===== src/sv/bbc_pkg.sv =====
// Shared types and constants for the bracket balance checker.
// Used by bbc_scanner, bbc_stack and bracket_balance_checker.
`default_nettype none

package bbc_pkg;

  localparam int STACK_DEPTH = 1024;
  localparam int ADDR_W      = $clog2(STACK_DEPTH);
  localparam int DEPTH_W     = $clog2(STACK_DEPTH + 1);
  localparam int LINE_W      = 32;
  localparam int CHAR_W      = 8;

  localparam logic [CHAR_W-1:0] CH_BACKSLASH = 8'h5C;
  localparam logic [CHAR_W-1:0] CH_DQUOTE    = 8'h22;
  localparam logic [CHAR_W-1:0] CH_SQUOTE    = 8'h27;
  localparam logic [CHAR_W-1:0] CH_STAR      = 8'h2A;
  localparam logic [CHAR_W-1:0] CH_SLASH     = 8'h2F;
  localparam logic [CHAR_W-1:0] CH_LBRACE    = 8'h7B;
  localparam logic [CHAR_W-1:0] CH_LBRACKET  = 8'h5B;
  localparam logic [CHAR_W-1:0] CH_LPAREN    = 8'h28;
  localparam logic [CHAR_W-1:0] CH_RBRACE    = 8'h7D;
  localparam logic [CHAR_W-1:0] CH_RBRACKET  = 8'h5D;
  localparam logic [CHAR_W-1:0] CH_RPAREN    = 8'h29;
  localparam logic [CHAR_W-1:0] CH_NEWLINE   = 8'h0A;

  typedef enum logic [1:0] {
    KIND_NONE    = 2'd0,
    KIND_BRACE   = 2'd1,
    KIND_BRACKET = 2'd2,
    KIND_PAREN   = 2'd3
  } kind_t;

  typedef enum logic [2:0] {
    ST_RUNNING  = 3'd0,
    ST_OVERFLOW = 3'd1,
    ST_BADBRACE = 3'd2,
    ST_BADBRACK = 3'd3,
    ST_BADPAREN = 3'd4,
    ST_UNCLOSED = 3'd5,
    ST_BALANCED = 3'd6
  } status_t;

  // Bracket event decoded from one source byte.
  typedef struct packed {
    logic  newline;
    logic  is_open;
    logic  is_close;
    kind_t kind;
  } scan_evt_t;

  typedef struct packed {
    logic  push;
    logic  pop;
    kind_t kind;
  } stk_ctrl_t;

  typedef struct packed {
    logic [DEPTH_W-1:0] depth;
    kind_t              top;
    logic               full;
    logic [DEPTH_W-1:0] depth_next;
    kind_t              top_next;
  } stk_stat_t;

endpackage

`default_nettype wire


===== src/sv/bbc_scanner.sv =====
// Lexical mode tracker: string, char constant and comment modes.
// Decodes each byte into a bracket event. Depends on bbc_pkg.
`default_nettype none

module bbc_scanner (
  input  wire logic                      clk,
  input  wire logic                      rst,
  input  wire logic                      en,
  input  wire logic [bbc_pkg::CHAR_W-1:0] char_code,
  output bbc_pkg::scan_evt_t             evt
);

  logic [bbc_pkg::CHAR_W-1:0] prev_char;
  logic in_string, in_char, in_comment;
  logic in_string_next, in_char_next, in_comment_next;
  logic dbl_bs;
  logic [bbc_pkg::CHAR_W-1:0] p, c;

  always_comb begin
    // a doubled backslash inside a literal escapes nothing
    dbl_bs = (in_string || in_char) && prev_char == bbc_pkg::CH_BACKSLASH &&
             char_code == bbc_pkg::CH_BACKSLASH;
    p = dbl_bs ? '0 : prev_char;
    c = dbl_bs ? '0 : char_code;

    in_string_next  = in_string;
    in_char_next    = in_char;
    in_comment_next = in_comment;
    if (in_string) begin
      if (p != bbc_pkg::CH_BACKSLASH && c == bbc_pkg::CH_DQUOTE) in_string_next = 1'b0;
    end else if (in_char) begin
      if (p != bbc_pkg::CH_BACKSLASH && c == bbc_pkg::CH_SQUOTE) in_char_next = 1'b0;
    end else if (in_comment) begin
      if (p == bbc_pkg::CH_STAR && c == bbc_pkg::CH_SLASH) in_comment_next = 1'b0;
    end else if (p == bbc_pkg::CH_SLASH && c == bbc_pkg::CH_STAR) begin
      in_comment_next = 1'b1;
    end else if (c == bbc_pkg::CH_DQUOTE) begin
      in_string_next = 1'b1;
    end else if (c == bbc_pkg::CH_SQUOTE) begin
      in_char_next = 1'b1;
    end

    evt          = '0;
    evt.kind     = bbc_pkg::KIND_NONE;
    evt.newline  = (c == bbc_pkg::CH_NEWLINE);
    if (!evt.newline && !(in_string_next || in_char_next || in_comment_next)) begin
      case (c)
        bbc_pkg::CH_LBRACE: begin
          evt.is_open = 1'b1;
          evt.kind    = bbc_pkg::KIND_BRACE;
        end
        bbc_pkg::CH_LBRACKET: begin
          evt.is_open = 1'b1;
          evt.kind    = bbc_pkg::KIND_BRACKET;
        end
        bbc_pkg::CH_LPAREN: begin
          evt.is_open = 1'b1;
          evt.kind    = bbc_pkg::KIND_PAREN;
        end
        bbc_pkg::CH_RBRACE: begin
          evt.is_close = 1'b1;
          evt.kind     = bbc_pkg::KIND_BRACE;
        end
        bbc_pkg::CH_RBRACKET: begin
          evt.is_close = 1'b1;
          evt.kind     = bbc_pkg::KIND_BRACKET;
        end
        bbc_pkg::CH_RPAREN: begin
          evt.is_close = 1'b1;
          evt.kind     = bbc_pkg::KIND_PAREN;
        end
        default: ;
      endcase
    end
  end

  always_ff @(posedge clk) begin
    if (rst) begin
      prev_char  <= '0;
      in_string  <= 1'b0;
      in_char    <= 1'b0;
      in_comment <= 1'b0;
    end else if (en) begin
      prev_char  <= c;
      in_string  <= in_string_next;
      in_char    <= in_char_next;
      in_comment <= in_comment_next;
    end
  end

endmodule

`default_nettype wire


===== config.mk =====
export PLATFORM = sky130hd
export DESIGN_NAME = bbc_scanner
export DESIGN_NICKNAME = d
export VERILOG_FILES = /design/src/sv/bbc_pkg.sv /design/src/sv/bbc_scanner.sv
export SDC_FILE = /design/constraint.sdc
export NUM_CORES = 1
export LEC_CHECK = 0
export ABC_AREA = 1
export ABC_CLOCK_PERIOD_IN_PS = 3400
export BUFFER_PORTS_ARGS = -buffer_cell sky130_fd_sc_hd__buf_2
export CORE_MARGIN = 1
export CORE_UTILIZATION = 47
export DETAILED_ROUTE_END_ITERATION = 8
export HOLD_SLACK_MARGIN = 0.06
export PLACE_DENSITY = 0.66
export SYNTH_ARGS = -nofsm -noshare
export SYNTH_HDL_FRONTEND = slang
export SYNTH_SLANG_ARGS = --single-unit

===== constraint.sdc =====
create_clock -name clk -period 3.4 [get_ports clk]
set_clock_uncertainty 0.05 [all_clocks]
set_input_delay 0.17 -clock clk [delete_from_list [all_inputs] [get_ports clk]]
set_output_delay 0.17 -clock clk [all_outputs]
set_load 0.05 [all_outputs]

# Word level (Yosys, flattened, before mapping)

Index checks and enable logic that the tools add are counted.

Logic and storage cells: 61
Input port bits: 11
Register bits after elaboration: 11
Output and inout bits: 5

Reduce and logical (&&, ||, !) cells: 17
Equality and inequality tests: 16
Muxes and demuxes: 24

Operators by type and width:

| operator           | number |
|---|---|
| $eq 8x6->1 const B | 8 |
| $eq 8x7->1 const B | 6 |
| $mux 1             | 20 |
| $mux 8             | 2 |
| $eq 8x4->1 const B | 1 |
| $ne 8x7->1 const B | 1 |
| $logic_and 1x1->1  | 7 |
| $pmux 2 s3         | 1 |
| $reduce_or 2->1    | 3 |
| $reduce_or 3->1    | 2 |
| $mux 4             | 1 |
| $logic_or 1x1->1   | 3 |
| $logic_not 1->1    | 2 |

# Logic depth before layout (Yosys ltp)

Word-level depth: 16
Gate-level depth with buffers: 14

# Worst setup path after synthesis

OpenSTA, ideal clock, no wires.

Path type: register -> output
From: register prev_char[6] (netlist name)
To: output evt[0] (netlist name)
Stages on the path, launching flop included: 12
Buffers on the path: 0
Arrival: 1982 ps
Setup slack: 1198 ps
Path through: dfxtp_1 > nand2_1 > inv_1 > nand2_1 > nor2_4 > nand3_4 > nand2_1 > nand3_1 > nor2_1 > nor2_4 > nand3_2 > nor2_1

RTL lines:

| element                | RTL line          | source |
|---|---|---|
| start, declared        | bbc_scanner.sv:13 | `logic [bbc_pkg::CHAR_W-1:0] prev_char;` |
| start signal, assigned | bbc_scanner.sv:79 | `prev_char <= '0;` |
| start signal, assigned | bbc_scanner.sv:84 | `prev_char <= c;` |
| end, declared          | bbc_scanner.sv:10 | `output bbc_pkg::scan_evt_t evt` |

==> results.md <==
Yosys:
- Counting flops and latches in the post-synthesis netlist gives 11.
- The share of the Yosys chip area taken by registers is 0.253.
- Of all cell types, the one taking the most synthesized area is dfxtp_1.
- The area share of the leading cell type in the synthesized netlist is 0.253.
- The count of different cell masters after synthesis is 24.
- During synthesis, Yosys emitted a total of 0 warnings.
- Of the total synthesized cell area, the portion taken by XOR and XNOR cells is 0.
- Of the total synthesized cell area, the portion taken by AND, OR, NAND and NOR gates is 0.469.
- Each instance of the synthesized netlist takes up on average a little over 6 sq um.
- By count the netlist is led by nor2_1, nand2_1, inv_1.
- The synthesized design contains 0 enable-type register cells.
- Ranked by total cell area, the synthesized netlist is headed by dfxtp_1, nor2_1, nand2_1, inv_1, o21ai_0.
- When the netlist entered floorplanning its net count stood at 155.
- Synthesis handed over a netlist of between 100 and 150 instances.
- Among all cell types in the netlist, the one instantiated most often is nor2_1.
- The most used flip-flop cell after synthesis is dfxtp_1.
- The cell area that synthesis handed to floorplanning was roughly 870 sq um.
- The synthesized-area fraction occupied by ao, oa, aoi and oai cells is 0.175.
- The adder-cell share of the synthesized area is 0.
- The main combinational cell family by area after synthesis is simple AND/OR/NAND/NOR gates.
- The multiplexer fraction of the synthesized cell area is 0.
- In the synthesized netlist the async set-or-reset flop fraction comes to 0.

Route:
- The routed wire length is 2.19 mm.
- The final route contains about 990 vias.
- The number of DRC violations after detailed routing is 0.
- The detailed-router iteration count before antenna repair is 4.
- The average via count per standard cell is about 5.3.
- Once detail routing completed, the nets flagged for antenna violations numbered 0.
- The count of routing violations after the opening detailed-route iteration is 38.
- The average wire per standard cell is around 12 um.

GRT:
- The via count of the first global-routing pass is 894.
- Entering global routing, the biggest net connects 17 pins.
- The number of antenna violations at the first check in global routing was 0.
- The global router's overall resource usage is 0.257.
- The first global-routing pass estimated about 3.8 mm of wire.
- The global-route congestion overflow total is 0.

Layout:
- The number of fill cells is ~190.
- Of the cells placed in the final design, the portion with a size suffix greater than 1 is 0.210.
- The number of diodes is 0.
- For this run, the number of standard cells in the final layout without fillers is about 190.
- In the final layout, the multi-input gates occupy between 500 and 600 sq um.
- In the final layout, flip-flops and latches occupy around 220 sq um.
- From synthesis to final layout, the design area changed by 14.9%.
- The post-layout net count is roughly 170.

STA:
- The post-route worst setup slack is 1.02 ns.
- The setup TNS after final layout is 0 ns.
- The worst max-slew margin expressed relative to the limit is 0.807.
- Based on the critical path, the design can be clocked at up to 421 MHz.
- Setup repair after global routing left no endpoint under its margin.
- Setup violations remaining at the end of the flow were counted as 0.
- Dividing the final minimum period by the clock period gives 0.699.
- The number of pins with negative max-slew slack in the final report was 0.
- The final count of hold timing violations is 0.
- The tightest hold path in the finished design has a slack of ~0.069 ns.
- The pin slew with the least headroom to its limit is about 0.29 ns.
- The smallest clock period supported by the final layout is computed as 2.38 ns.

Floorplanning:
- The initialized floorplan defines 15 standard-cell rows.
- The top-level I/O count is 16.
- The total die area is 2030 sq um.
- The core region is roughly 1700 sq um.
- The die is roughly 45 um wide.
- The overall die height is 45.1 um.
- The starting utilization of the core area is 0.505.

Setup path:
- The worst setup path is of the reg -> out kind.
- At the worst endpoint, the required time is between 3 and 4 ns.
- The endpoint type of the worst setup path is an output port.
- The register-to-register setup slack is 1.72 ns.
- STA classifies the critical path startpoint as a flip-flop.
- The critical path arrival is about 2.2 ns.
- For the worst flop-to-flop path, the logic depth is 11.
- The startpoint of the most critical register-to-register path is in_string.
- The end of the worst register-to-register path is in_string.
- In this run the worst path has a maximum fanout of 6.

Worst hold path:
- The class of the tightest hold or removal check is in -> reg.
- The path with the worst hold slack has its endpoint at prev_char[3].
- The worst hold path passes through 2 cells.
- The launch instance of the worst min-delay path is rst.

CTS:
- The worst-case clock buffer depth is 2.
- The buffer count from post-CTS setup fixing is 0.
- The clock tree root driver cell is clkbuf_4.
- The sink count of the clock tree is 11.
- The deepest level of the CTS H-tree is 1.
- Counting the buffers created by CTS gives 3.
- The count of cells resized by post-cts repair is 0.
- The number of hold buffers added after CTS is 0.
- Clock latency on the worst-skew pair, taken at its later pin, is about 0.27 ns.
- Clock-pin slew was measured on the worst setup and hold paths at about 0.080 ns.
- TritonCTS built the clock tree.

Power:
- For this design the total switching power over the nets is ~0.00010 W.
- In this run the static leakage power is about 0.46 nW.
- The power density relative to cell area is about 300 nW/um^2.
- The maximum VDD drop is around 0.0002 V.
- Total power for the finished layout comes to a little over 0.0003 W.
- The internal power of the cells totals 0.000203 W.
- The clock share of power is 0.301.
- The share of total power dissipated in combinational logic is 0.218.
- The share of total power dissipated in sequential elements is 0.480.
- The proportion of total power due to net switching is 0.330.

Status:
- The flow ran to the end, and the final reports show no timing, DRC or antenna violations.

Place:
- Prior to clock tree synthesis, the placed netlist has a worst setup slack of around 1.3 ns.
- The number of cells in the design after placement is around 180.
- Summed over all nets, the half-perimeter wirelength after detailed placement is between 1.5 and 2 mm.
- The congestion estimate from routability-driven global placement came to roughly 0.85.
- The count of input and output buffers is 15.

Job:
- Across the run, the number of max-cap violations was 0.
-- critical path, cell delays in order, from the launching register on --
cell,delay (ns)
dfxtp_1,0.43
o21ai_0,0.15
nor2_2,0.16
nand3_4,0.13
nand2_4,0.10
nand3_2,0.08
nor2_1,0.20
nand3_1,0.10
o21ai_0,0.12
nor2_1,0.08
nor2_1,0.09
buf_2,0.26
-- stage by stage --
step	utilization	cell area [sq um]
floorplan	-	872
global placement	0.564	975
detailed placement	0.564	975
CTS	0.580	1000
global route	0.580	1000
finish	0.580	1000
-- per-layer routing --
layer,track usage,wire length (um),vias up
li1,-,-,505
met5,0,0,-
met1,0.333,1010,437
met4,0.103,27,0
met3,0.0560,142,5
met2,0.414,1010,40
-- cell usage in the layout, fill, tap and decap left out, drive strengths merged, types with 5 or more instances in the layout --
cell type	count
a21oi	9
nand4	5
o21ai	13
nor2	35
dfxtp	11
nand2	28
buf	15
inv	23
nand3	7
-- logic make-up (layout without fill, tap and decap cells) --
family	after synthesis	count (layout)
buf+inv	24	42
compound gates	27	27
simple gates	82	82
flops	11	11
-- area by class of cell --
class,instances,share of cell area
multi-input cells,109,0.561
clock buffers,3,0.0225
flip-flops and latches,11,0.220
well taps,25,0.0312
clock inverters,1,0.00499
inverters,23,0.0861
repair buffers,15,0.0749
-- worst max-delay path by stage --
stage	startpoint	cells past startpoint	slack, ns	endpoint
after CTS	in_string	13	1.04	evt[0]
after detailed placement	char_code[0]	15	1.33	evt[0]
final	in_string	11	1.02	evt[2]
after global routing	in_string	11	0.82	evt[2]
after global placement	char_code[0]	15	1.36	evt[0]
after floorplan	prev_char[6]	11	1.20	evt[0]
-- flip-flops by register name, indices dropped and copies added, names as in the netlist --
name and flops:
in_char 1, in_comment 1, in_string 1, prev_char 8
-- power groups by stage --
| stage | combinational [W] | sequential, W | clock [W] |
|---|---|---|---|
| floorplan | 0.0000449 | 0.000146 | 0 |
| global placement | 0.0000650 | 0.000148 | 0 |
| detailed placement | 0.0000657 | 0.000148 | 0 |
| CTS | 0.0000660 | 0.000145 | 0.0000929 |
| global route | 0.0000744 | 0.000147 | 0.000104 |
| finish | 0.0000662 | 0.000145 | 0.0000914 |
(Power assumes the default switching activity.)
